$ cat src/rtl/vtsd_ram.sv
// ----------------------------------------------------------------------------
// vtsd_ram
// Generic single-write, single-read RAM with registered read data.
// ----------------------------------------------------------------------------
`default_nettype none

module vtsd_ram #(
    parameter  int unsigned WIDTH = 8,
    parameter  int unsigned DEPTH = 64,
    localparam int unsigned AW    = $clog2(DEPTH)
) (
    input  wire logic             i_clk,
    input  wire logic             i_wr_en,
    input  wire logic [AW-1:0]    i_wr_addr,
    input  wire logic [WIDTH-1:0] i_wr_data,
    input  wire logic             i_rd_en,
    input  wire logic [AW-1:0]    i_rd_addr,
    output logic      [WIDTH-1:0] o_rd_data
);

    logic [WIDTH-1:0] r_mem [DEPTH];

    always_ff @(posedge i_clk) begin
        if (i_wr_en) begin
            r_mem[i_wr_addr] <= i_wr_data;
        end
        if (i_rd_en) begin
            o_rd_data <= r_mem[i_rd_addr];
        end
    end

endmodule

`default_nettype wire

$ cat config.mk
export PLATFORM = sky130hd
export DESIGN_NAME = vtsd_ram
export DESIGN_NICKNAME = d
export VERILOG_FILES = /design/src/rtl/vtsd_ram.sv
export SDC_FILE = /design/constraint.sdc
export NUM_CORES = 1
export LEC_CHECK = 0
export ABC_AREA = 1
export BUFFER_PORTS_ARGS = -buffer_cell sky130_fd_sc_hd__buf_4
export CAP_MARGIN = 40
export CORE_MARGIN = 3
export CORE_UTILIZATION = 35
export CTS_BUF_LIST = sky130_fd_sc_hd__clkbuf_4 sky130_fd_sc_hd__clkbuf_8
export CTS_CLUSTER_SIZE = 20
export DETAILED_ROUTE_END_ITERATION = 12
export SLEW_MARGIN = 20
export SYNTH_ARGS = -nofsm -noshare
export SYNTH_HDL_FRONTEND = slang
export SYNTH_SLANG_ARGS = --single-unit
$ cat constraint.sdc
create_clock -name i_clk -period 4.35 [get_ports i_clk]
set_input_delay 0.87 -clock i_clk [delete_from_list [all_inputs] [get_ports i_clk]]
set_output_delay 0.87 -clock i_clk [all_outputs]
set_load 0.005 [all_outputs]
==> parameters.txt, run 1 <==
Parameter                              Value

Logic synthesis
  Synthesized cell area    21,420 um2
  Seq/Total Area, Yosys    72.90%
  EDFF count, synth    520
  Fraction of synthesized cell area taken by the top area cell type    72.90%
  Ys async rst share    0%
  Post-synthesis cell type count    15
  Dominant register cell in the synthesized netlist    sky130_fd_sc_hd__edfxtp_1
  Nets in the synthesized netlist    1,828
  Leading post-synthesis cells by instance count    sky130_fd_sc_hd__nand2_1, sky130_fd_sc_hd__edfxtp_1, sky130_fd_sc_hd__nand3_1
  Ranking of synthesized cells by area    sky130_fd_sc_hd__edfxtp_1, sky130_fd_sc_hd__nand2_1, sky130_fd_sc_hd__nand3_1
  Most frequently used cell type in the post-synthesis netlist    sky130_fd_sc_hd__nand2_1
  Cell taking the most area after synthesis    sky130_fd_sc_hd__edfxtp_1
  Warnings, synthesis    0
  Post-synthesis instance total    1,805
  Seq cells post-synth    520
  Post-synthesis average cell area    11.87 um2

Global routing
  Total global routing overflow    0
  First-pass GRT wire length    81,260 um
  Total Routing Usage GR    16.74%
  Vias in the first global route    13,400
  Maximum number of pins on one net before global-route repair    161
  Antenna violations before repair    2

Pwr
  Total power per unit cell area    424.8 nW/um2
  Worst ir drop on vdd    0.0001899 V
  Static leakage power    8.475 nW

Clock tree
  Worst-skew pair later-pin latency    0.65 ns
  Post-cts hold buffer count    0
  Number of setup buffers added after CTS    0
  Number of clock sinks seen by CTS    520
  Number of instances resized during post-cts repair    0
  CTS Buf Count    81
  CTS H-tree depth    3
  Largest buffer count on any clock path    3
  Root buf cell    sky130_fd_sc_hd__clkbuf_8
  TritonCTS clock tree    built
  Clk pin slew, worst setup/hold paths    0.06 ns

Setup path
  Cell Chain, Critical Path    clkbuf_8, inv_6, buf_12, buf_4, nand2_1, nand3_1, nand3_1, nand2_1, nand2_1, nand3_1, nand3_1, nand2_1
  Crit Path Class    in -> reg
  Required time at the worst-slack endpoint    4.86 ns
  Arrival time reported for the critical path endpoint    3.11 ns
  Worst-case reg-to-reg path depth    8
  Internal reg-to-reg setup slack    2.78 ns
  Startpoint Class    input port
  Family of cells with the greatest summed delay on the critical path    buffers and inverters
  Reg-to-reg endpoint    o_rd_data[0]
  Maximum single-stage delay on the critical path    0.47 ns
  Worst reg2reg startpoint    r_mem[15][0]
  Worst Path Max Fanout    67
  Master of the slowest instance on the critical path    sky130_fd_sc_hd__inv_6
  Capturing element type of the critical path    flop
  Number of buffers and inverters on the critical path    4

Placed design
  Placed wire-length estimate    30,150 um
  Number of buffer cells added on primary ports    30
  GP Congestion    0.8607
  Post-placement cell count    2,537
  Worst slack after detailed placement    1.154 ns

Cells and area
  Fill cell total of the finished layout    5,743
  Number of nets in the finished design    1,870
  P&R area growth vs syn    11.22%
  Layout cell share with drive strength beyond 1    10.35%
  Cell Count, Final, Fillers Out    2,686

Die
  Effective utilization at floorplan    35.42%
  Placeable core region    60,470 um2
  Height of the die    253.4 um
  Die footprint    64,200 um2
  Placement row count    90
  Chip Width    253.4 um
  Number of top-level pins    31

Routing
  Remaining routing DRC violations    0
  DRT Pass-1 Iters    6
  Total detailed-routing wirelength    53,660 um
  Mean routed wirelength per cell    19.98 um
  Met2 Wirelength    23,730 um
  Highest layer used for signal routing    met5
  Wire length on met1    23,730 um
  Via count    13,770
  Antenna-violating nets left    0
  Via density    5.128
  Initial DRC Count    1,464
  Routed met3 length    4833 um

STA
  Clk_skew    0.03084 ns
  Final-report max-slew violation count    0
  Worst rel slew slack    43.81%
  Count of endpoints failing setup in the final report    0
  Final hold violation count    0
  Minimum period implied by the final worst setup slack    2.600 ns
  Final worst-path setup slack    1.750 ns
  Maximum operating frequency    384.6 MHz
  Final period util    59.77%
  Setup_tns    0 ns
  Slew @ Worst Pin    0.8428 ns
  RSZ-0062 raised after global routing    false

Hold path
  Hold Crit Start    i_rd_en
  Hold/Removal Path Class    in -> reg
  End point of the most critical hold path    o_rd_data[3]
  Hold-critical path depth    1

Outcome
  Status    complete, no violations

Flow run
  Max Cap Violations    0
## layout by cell type (no fill, tap or decap)
cell type	instances
sky130_fd_sc_hd__nand3_1	439
sky130_fd_sc_hd__inv_6	1
sky130_fd_sc_hd__inv_1	9
sky130_fd_sc_hd__nand4_1	9
sky130_fd_sc_hd__diode_2	1
sky130_fd_sc_hd__bufinv_16	1
sky130_fd_sc_hd__edfxtp_1	520
sky130_fd_sc_hd__buf_6	3
sky130_fd_sc_hd__buf_16	1
sky130_fd_sc_hd__nor4_1	8
sky130_fd_sc_hd__clkbuf_4	27
sky130_fd_sc_hd__inv_2	1
sky130_fd_sc_hd__clkbuf_8	84
sky130_fd_sc_hd__clkinv_2	8
sky130_fd_sc_hd__buf_8	1
sky130_fd_sc_hd__clkinvlp_4	3
sky130_fd_sc_hd__clkinv_1	17
sky130_fd_sc_hd__nand2_1	648
sky130_fd_sc_hd__inv_4	1
sky130_fd_sc_hd__buf_4	54
sky130_fd_sc_hd__nor2_1	56
sky130_fd_sc_hd__buf_12	11
sky130_fd_sc_hd__clkdlybuf4s15_2	1
## logic make-up (layout without fill, tap and decap cells)
group,Yosys count,in the layout,share of synthesized area [%]
flip-flops,520,520,72.90
other,0,1,0
buffers and inverters,125,223,4.007
AND/OR/NAND/NOR,1160,1160,23.09
## area by class of cell
cell class	count	area, um2	share of cell area [%]
repair buffers	72	726.9	3.051
multi-input cells	1160	4946	20.76
diodes	1	2.502	0.01050
inverters	12	52.55	0.2206
clock buffers	110	1345	5.646
well taps	782	978.4	4.107
flip-flops and latches	520	15620	65.55
clock inverters	29	156.4	0.6565
## per-stage QoR
stage                     cell area (um2)  hold WS [ns]  total power, mW  util [%]
after global routing                23820        0.5693            10.48     39.39
after detailed placement            22160        0.8697            6.319     36.65
after floorplan                     21420        0.7972            6.062         -
final                               23820        0.5956            10.12     39.40
after global placement              22120        0.8925            6.309     36.59
after CTS                           23660        0.5431            10.19     39.13
## routing by layer
metal | GRT usage, % | vias to the layer above
met1 | 23.75 | 6656
met4 | 5.882 | 4
met5 | 0 | -
met3 | 4.191 | 105
met2 | 25.01 | 562
li1 | - | 6447
## flip-flops by register name, indices dropped and copies added (netlist names)
name and flops:
r_mem 512, o_rd_data 8
## worst reg2reg max path, delay by kind of cell (launching register included)
kind / cells / cell delay [ns]
and+or+nand+nor: 8 / 0.97
DFF: 1 / 0.35
## worst max-delay path by stage
| stage | start | end | slack [ns] | cells past startpoint |
|---|---|---|---|---|
| 5_1_grt | i_rd_addr[0] | o_rd_data[5] | 1.56 | 12 |
| 3_5_place_dp | i_wr_addr[2] | r_mem[17][4] | 1.15 | 4 |
| 2_1_floorplan | i_wr_en | r_mem[48][0] | 1.71 | 3 |
| 4_1_cts | i_wr_addr[2] | r_mem[17][3] | 1.84 | 4 |
| 6_report | i_rd_addr[0] | o_rd_data[5] | 1.75 | 12 |
| 3_3_place_gp | i_rd_addr[0] | o_rd_data[5] | 1.20 | 12 |
## where the power goes
group / switching, mW / total, mW / internal (mW)
combinational: 0.485 / 0.657 / 0.172
clock: 1.84 / 3.89 / 2.05
sequential: 0.0122 / 5.57 / 5.56
Power figures use the tool's default switching activity.
==> run 2: changes to the inputs <==
- clock period: 4.35 -> 2.6 ns (I/O delays scaled with it)
==> parameters.txt, run 2 (synthesis results as in run 1) <==
Parameter                              Value

STA
  Setup_tns    0 ns (unchanged)
  Slew @ Worst Pin    0.8308 ns (was 0.8428 ns)
  Count of endpoints failing setup in the final report    0 (unchanged)
  Final-report max-slew violation count    0 (unchanged)
  WHS    0.2402 ns (was 0.5956 ns)
  Final worst-path setup slack    0.7324 ns (was 1.750 ns)
  Minimum period implied by the final worst setup slack    1.868 ns
  RSZ-0062 raised after global routing    false (unchanged)
  Final hold violation count    0 (unchanged)
  Final period util    71.83%
  Maximum operating frequency    535.4 MHz
  Worst rel slew slack    44.61% (was 43.81%)
  Clk_skew    0.03757 ns (was 0.03084 ns)

Pwr
  Total power per unit cell area    693.1 nW/um2 (was 424.8 nW/um2)
  Flop pwr share    55.2% (was 55.0%)
  Static leakage power    8.826 nW (was 8.475 nW)
  Fraction of power consumed by combinational cells    6.7% (was 6.5%)
  Power dissipated by switching net loads    3.965 mW (was 2.338 mW)
  Share of total power in the clock network    38.1% (was 38.5%)
  Cell-internal power    12.91 mW (was 7.782 mW)
  Worst ir drop on vdd    0.0003389 V (was 0.0001899 V)
  Switching Share    23.50% (was 23.10%)

Clock tree
  CTS Buf Count    81 (unchanged)
  Number of setup buffers added after CTS    0 (unchanged)
  Number of instances resized during post-cts repair    0 (unchanged)
  Post-cts hold buffer count    0 (unchanged)
  CTS H-tree depth    3 (unchanged)
  TritonCTS clock tree    built (unchanged)
  Largest buffer count on any clock path    3 (unchanged)
  Clk pin slew, worst setup/hold paths    0.06 ns (about the same)
  Worst-skew pair later-pin latency    0.66 ns (was 0.65 ns)
  Number of clock sinks seen by CTS    520 (unchanged)
  Root buf cell    sky130_fd_sc_hd__clkbuf_8 (unchanged)

Cells and area
  P&R area growth vs syn    13.67% (was 11.22%)
  Number of nets in the finished design    1,936 (was 1,870)
  Max reg flops    512 (unchanged)
  Layout cell share with drive strength beyond 1    12.92% (was 10.35%)
  Commonest non-fill, non-tap cells in the layout    sky130_fd_sc_hd__nand2_1, sky130_fd_sc_hd__edfxtp_1, sky130_fd_sc_hd__nand3_1, sky130_fd_sc_hd__buf_4, sky130_fd_sc_hd__clkbuf_8 (was sky130_fd_sc_hd__nand2_1, sky130_fd_sc_hd__edfxtp_1, sky130_fd_sc_hd__nand3_1, sky130_fd_sc_hd__clkbuf_8, sky130_fd_sc_hd__nor2_1)
  Registers with the most flip-flops    r_mem (512), o_rd_data (8) (unchanged)
  Largest register by flop count    r_mem (unchanged)
  Most common library cell in the layout ignoring fill and taps    sky130_fd_sc_hd__nand2_1 (unchanged)

Setup path
  Worst Path Max Fanout    34 (was 67)
  Cell Chain, Critical Path    buf_4, buf_4, nand3_1, nand2_1, nand2_1, nand3_1, nand3_1, nand2_1 (was clkbuf_8, inv_6, buf_12, buf_4, nand2_1, nand3_1, nand3_1, nand2_1, nand2_1, nand3_1, nand3_1, nand2_1)
  Startpoint Class    input port (unchanged)
  Worst reg2reg startpoint    r_mem[3][4] (was r_mem[15][0])
  Internal reg-to-reg setup slack    1.05 ns (was 2.78 ns)
  Start point of the critical path    i_rd_addr[2] (was i_rd_addr[0])
  Critical Path Sink    o_rd_data[6] (was o_rd_data[5])
  Required time at the worst-slack endpoint    3.10 ns (was 4.86 ns)
  Maximum single-stage delay on the critical path    0.52 ns (was 0.47 ns)
  Reg-to-reg endpoint    o_rd_data[4] (was o_rd_data[0])
  Worst-case reg-to-reg path depth    8 (unchanged)
  Capturing element type of the critical path    flop (unchanged)
  Crit Path Class    in -> reg (unchanged)
  Master of the slowest instance on the critical path    sky130_fd_sc_hd__buf_4 (was sky130_fd_sc_hd__inv_6)
  Arrival time reported for the critical path endpoint    2.37 ns (was 3.11 ns)

Global routing
  Antenna violations before repair    1 (was 2)
  Vias in the first global route    13,960 (was 13,400)
  First-pass GRT wire length    84,660 um (was 81,260 um)
  Total Routing Usage GR    17.40% (was 16.74%)
  Total global routing overflow    0 (unchanged)
  Maximum number of pins on one net before global-route repair    100 (was 161)

Hold path
  Hold/Removal Path Class    in -> reg (unchanged)
  Hold-critical path depth    1 (unchanged)

Routing
  Total detailed-routing wirelength    55,230 um (was 53,660 um)
  Antenna-violating nets left    0 (unchanged)
  Wire length on met1    24,850 um (was 23,730 um)
  Met2 Wirelength    24,500 um (was 23,730 um)
  Highest layer used for signal routing    met5 (unchanged)
  Remaining routing DRC violations    0 (unchanged)
  Mean routed wirelength per cell    20.03 um (was 19.98 um)
  Via count    14,180 (was 13,770)
  Routed met3 length    4737 um (was 4833 um)
  DRT Pass-1 Iters    5 (was 6)
  Initial DRC Count    1,516 (was 1,464)
  Via density    5.141 (was 5.128)

Placed design
  Number of buffer cells added on primary ports    30 (unchanged)
  GP Congestion    0.8024 (was 0.8607)
  Worst slack after detailed placement    0.1616 ns (was 1.154 ns)
  Placed wire-length estimate    32,100 um (was 30,150 um)

Die
  Number of top-level pins    31 (unchanged)
  Height of the die    253.4 um (unchanged)
  Chip Width    253.4 um (unchanged)
  Die footprint    64,200 um2 (unchanged)
  Placeable core region    60,470 um2 (unchanged)
  Placement row count    90 (unchanged)
  Effective utilization at floorplan    35.42% (unchanged)

Outcome
  Status    complete, no violations (unchanged)

Flow run
  Max Cap Violations    0 (unchanged)
## run 2: worst min path at each step
stage                      start            to
global route             i_rd_en  o_rd_data[3]
CTS                      i_rd_en  o_rd_data[3]
floorplan           i_wr_data[0]   r_mem[0][0]
detailed placement  r_mem[52][4]  o_rd_data[4]
finish                   i_rd_en  o_rd_data[3]
global placement    r_mem[52][0]  o_rd_data[0]
## run 2: routing by layer
layer  up-vias  GRT usage (%)
li1       6584              -
met1      6863          25.07
met2       640          26.21
met3        90          4.273
met4         2          4.894
met5         -              0
## run 2: critical path, delay by kind of cell
kind,cells,cell delay (ns)
AND/OR/NAND/NOR,6,0.89
buffers and inverters,2,0.90
## run 2: power groups by stage
stage | clock (mW) | sequential, mW | combinational, mW
2_1_floorplan | 0 | 9.49 | 0.652
6_report | 6.42 | 9.32 | 1.13
3_3_place_gp | 0 | 9.49 | 1.12
3_5_place_dp | 0 | 9.50 | 1.13
5_1_grt | 6.94 | 9.32 | 1.25
4_1_cts | 6.57 | 9.32 | 1.14
## run 2: metrics by stage
step | instance area [um2] | power (mW) | util [%] | instances
4_1_cts | 24320 | 17.03 | 40.22 | 2755
5_1_grt | 24340 | 17.51 | 40.25 | 2756
2_1_floorplan | 21420 | 10.14 | - | 1805
3_3_place_gp | 22840 | 10.62 | 37.77 | 2611
3_5_place_dp | 22840 | 10.63 | 37.77 | 2611
6_report | 24350 | 16.88 | 40.26 | 2758
## run 2: final cells by class
class	instances	area, um2
Antenna cell	2	5.005
Clock buffer	105	1320
Clock inverter	39	162.7
Fill cell	5668	36120
Inverter	12	52.55
Multi-Input combinational cell	1160	4946
Sequential cell	520	15620
Tap cell	782	978.4
Timing Repair Buffer	138	1267
==> run 3: changes to the inputs <==
- ABC_AREA: 1 -> 0
- clock period: 2.6 -> 1.65 ns (I/O delays scaled with it)
==> parameters.txt, run 3 <==
Parameter                              Value

STA
  Maximum operating frequency    491.6 MHz
  Worst rel slew slack    50.13% (was 44.61%)
  RSZ-0062 raised after global routing    true (was false)
  Final hold violation count    0 (unchanged)
  Minimum period implied by the final worst setup slack    2.034 ns
  Slew @ Worst Pin    0.7481 ns (was 0.8308 ns)
  Setup_tns    -2.373 ns (was 0 ns)
  Count of endpoints failing setup in the final report    11 (was 0)
  Final period util    123.3%
  Final worst-path setup slack    -0.3840 ns (was 0.7324 ns)
  Final-report max-slew violation count    0 (unchanged)
  Clk_skew    0.02633 ns (was 0.03757 ns)

Cells and area
  Number of nets in the finished design    1,197 (was 1,936)
  Most common library cell in the layout ignoring fill and taps    sky130_fd_sc_hd__edfxtp_1 (was sky130_fd_sc_hd__nand2_1)
  Commonest non-fill, non-tap cells in the layout    sky130_fd_sc_hd__edfxtp_1, sky130_fd_sc_hd__buf_4, sky130_fd_sc_hd__mux4_2, sky130_fd_sc_hd__clkbuf_8, sky130_fd_sc_hd__buf_12 (was sky130_fd_sc_hd__nand2_1, sky130_fd_sc_hd__edfxtp_1, sky130_fd_sc_hd__nand3_1, sky130_fd_sc_hd__buf_4, sky130_fd_sc_hd__clkbuf_8)
  Largest register by flop count    r_mem (unchanged)
  Layout cell share with drive strength beyond 1    41.88% (was 12.92%)
  Final Cell Area    24,990 um2 (was 24,350 um2)
  Cell Count, Final, Fillers Out    1,988 (was 2,758)
  Max reg flops    512 (unchanged)
  Antenna diodes    0 (was 2)
  Registers with the most flip-flops    r_mem (512), o_rd_data (8) (unchanged)
  P&R area growth vs syn    23.42% (was 13.67%)

Global routing
  Total global routing overflow    0 (unchanged)
  Maximum number of pins on one net before global-route repair    65 (was 100)
  Total Routing Usage GR    16.20% (was 17.40%)
  Vias in the first global route    10,730 (was 13,960)
  First-pass GRT wire length    71,310 um (was 84,660 um)
  Antenna violations before repair    0 (was 1)

Logic synthesis
  EDFF count, synth    520 (unchanged)
  Most frequently used cell type in the post-synthesis netlist    sky130_fd_sc_hd__edfxtp_1 (was sky130_fd_sc_hd__nand2_1)
  Fraction of synthesized cell area taken by the top area cell type    77.12% (was 72.90%)
  Ranking of synthesized cells by area    sky130_fd_sc_hd__edfxtp_1, sky130_fd_sc_hd__mux4_2, sky130_fd_sc_hd__nor2_1 (was sky130_fd_sc_hd__edfxtp_1, sky130_fd_sc_hd__nand2_1, sky130_fd_sc_hd__nand3_1)
  Cell taking the most area after synthesis    sky130_fd_sc_hd__edfxtp_1 (unchanged)
  Warnings, synthesis    0 (unchanged)
  Seq cells post-synth    520 (unchanged)
  Seq/Total Area, Yosys    77.12% (was 72.90%)
  Post-synthesis cell type count    39 (was 15)
  Post-synthesis average cell area    21.54 um2 (was 11.87 um2)
  Synthesized cell area    20,250 um2 (was 21,420 um2)
  Nets in the synthesized netlist    963 (was 1,828)
  Leading post-synthesis cells by instance count    sky130_fd_sc_hd__edfxtp_1, sky130_fd_sc_hd__mux4_2, sky130_fd_sc_hd__nor2_1 (was sky130_fd_sc_hd__nand2_1, sky130_fd_sc_hd__edfxtp_1, sky130_fd_sc_hd__nand3_1)
  Dominant register cell in the synthesized netlist    sky130_fd_sc_hd__edfxtp_1 (unchanged)
  Post-synthesis instance total    940 (was 1,805)
  Ys async rst share    0% (unchanged)

Placed design
  Placed wire-length estimate    31,070 um (was 32,100 um)
  Post-placement cell count    1,845 (was 2,611)
  Area after detailed placement    23,270 um2 (was 22,840 um2)
  GP Congestion    0.7951 (was 0.8024)
  Number of buffer cells added on primary ports    30 (unchanged)

Setup path
  Reg-to-reg endpoint    o_rd_data[2] (was o_rd_data[4])
  Startpoint Class    flop (was input port)
  Arrival time reported for the critical path endpoint    2.42 ns (was 2.37 ns)
  Required time at the worst-slack endpoint    2.03 ns (was 3.10 ns)
  Capturing element type of the critical path    flop (unchanged)
  Crit Path Class    reg -> reg (was in -> reg)
  Worst reg2reg startpoint    r_mem[3][2] (was r_mem[3][4])
  Worst-case reg-to-reg path depth    5 (was 8)
  Worst Path Max Fanout    1 (was 34)
  Internal reg-to-reg setup slack    -0.38 ns (was 1.05 ns)

Die
  Die footprint    60,770 um2 (was 64,200 um2)
  Chip Width    246.5 um (was 253.4 um)
  Number of top-level pins    31 (unchanged)
  Placement row count    87 (was 90)
  Effective utilization at floorplan    35.63% (was 35.42%)
  Placeable core region    56,820 um2 (was 60,470 um2)
  Height of the die    246.5 um (was 253.4 um)

Routing
  Via density    5.157 (was 5.141)
  Antenna-violating nets left    0 (unchanged)
  Via count    10,250 (was 14,180)
  Total detailed-routing wirelength    48,350 um (was 55,230 um)
  Remaining routing DRC violations    0 (unchanged)
  DRT Pass-1 Iters    5 (unchanged)
  Mean routed wirelength per cell    24.32 um (was 20.03 um)
  Initial DRC Count    814 (was 1,516)

Outcome
  Violations in the final reports    negative setup slack
  Status    finished, violations left (was complete, no violations)

Clock tree
  Clk pin slew, worst setup/hold paths    0.07 ns (was 0.06 ns)
  Number of setup buffers added after CTS    0 (unchanged)
  Root buf cell    sky130_fd_sc_hd__clkbuf_8 (unchanged)
  CTS Buf Count    83 (was 81)
  TritonCTS clock tree    built (unchanged)
  Number of clock sinks seen by CTS    520 (unchanged)
  Largest buffer count on any clock path    3 (unchanged)
  CTS H-tree depth    3 (unchanged)
  Worst-skew pair later-pin latency    0.65 ns (was 0.66 ns)

Hold path
  Hold Crit Start    i_wr_data[2] (was i_rd_en)
  Hold-critical path depth    1 (unchanged)
  End point of the most critical hold path    r_mem[20][2] (was o_rd_data[3])
  Hold/Removal Path Class    in -> reg (unchanged)

Pwr
  Worst ir drop on vdd    0.0004977 V (was 0.0003389 V)
  Total power per unit cell area    1066 nW/um2 (was 693.1 nW/um2)
  Static leakage power    8.011 nW (was 8.826 nW)

Flow run
  Max Cap Violations    0 (unchanged)
[run 3: how the worst max path moves through the flow]
stage            startpoint           end  slack [ns]  cells past startpoint
6_report        r_mem[3][2]  o_rd_data[2]       -0.38                      5
5_1_grt         r_mem[3][2]  o_rd_data[2]       -0.40                      5
4_1_cts         r_mem[3][2]  o_rd_data[2]       -0.39                      5
3_5_place_dp   i_rd_addr[0]  o_rd_data[3]       -1.06                      8
3_3_place_gp   i_rd_addr[0]  o_rd_data[3]       -1.10                      8
2_1_floorplan  i_rd_addr[0]  o_rd_data[7]       -0.37                      7
[run 3: power breakdown]
part | total (mW) | switching, mW | leakage [nW] | internal [mW]
sequential | 14.7 | 0.0520 | 4.69 | 14.7
clock | 10.2 | 4.84 | 0.784 | 5.31
combinational | 1.78 | 0.969 | 2.54 | 0.806
total | 26.6 | 5.87 | 8.01 | 20.8
[run 3: final cells by class]
type,instances,area [um2]
flip-flops and latches,520,15620
multi-input cells,369,4768
well taps,756,945.9
fillers,4903,31830
clock inverters,40,211.5
repair buffers,200,2150
clock buffers,103,1299
[run 3: metal layers]
layer	up-vias	part of all wire, %	track usage (%)
met5	-	0	0
met4	0	1.7	3.954
met3	60	6.7	4.256
met2	315	48	25.43
met1	5459	44	22.65
li1	4419	-	-
[run 3: logic make-up after synthesis]
group | Yosys count | share of synthesized area [%]
flip-flops | 520 | 77.12
multiplexers | 162 | 15.88
AND/OR/NAND/NOR | 153 | 3.374
AO/OA/AOI/OAI | 54 | 2.064
buffers and inverters | 51 | 1.563
[run 3: timing repair]
action	in CTS	in global routing
setup endpoints to repair	15	15
pin swaps	5	5
hold buffers	1	0
resized for setup	30	12
gates cloned	0	0
endpoints found under the hold margin	8	0
[run 3: critical path: stages (launching register included)]
cell and delay [ns]:
sky130_fd_sc_hd__edfxtp_1 0.36, sky130_fd_sc_hd__mux4_2 0.56, sky130_fd_sc_hd__mux4_2 0.53, sky130_fd_sc_hd__nor2_4 0.13, sky130_fd_sc_hd__nor3_4 0.06, sky130_fd_sc_hd__o2bb2ai_2 0.14
[run 3: stage by stage]
| stage | util (%) | power [mW] | setup WS, ns | hold slack [ns] |
|---|---|---|---|---|
| floorplan | - | 15.78 | -0.3653 | 0.4289 |
| global placement | 40.95 | 16.67 | -1.103 | 0.6923 |
| detailed placement | 40.95 | 16.69 | -1.059 | 0.6987 |
| CTS | 43.85 | 26.92 | -0.3889 | 0.04870 |
| global route | 43.98 | 27.63 | -0.4022 | 0.07503 |
| finish | 43.98 | 26.64 | -0.3840 | 0.1027 |
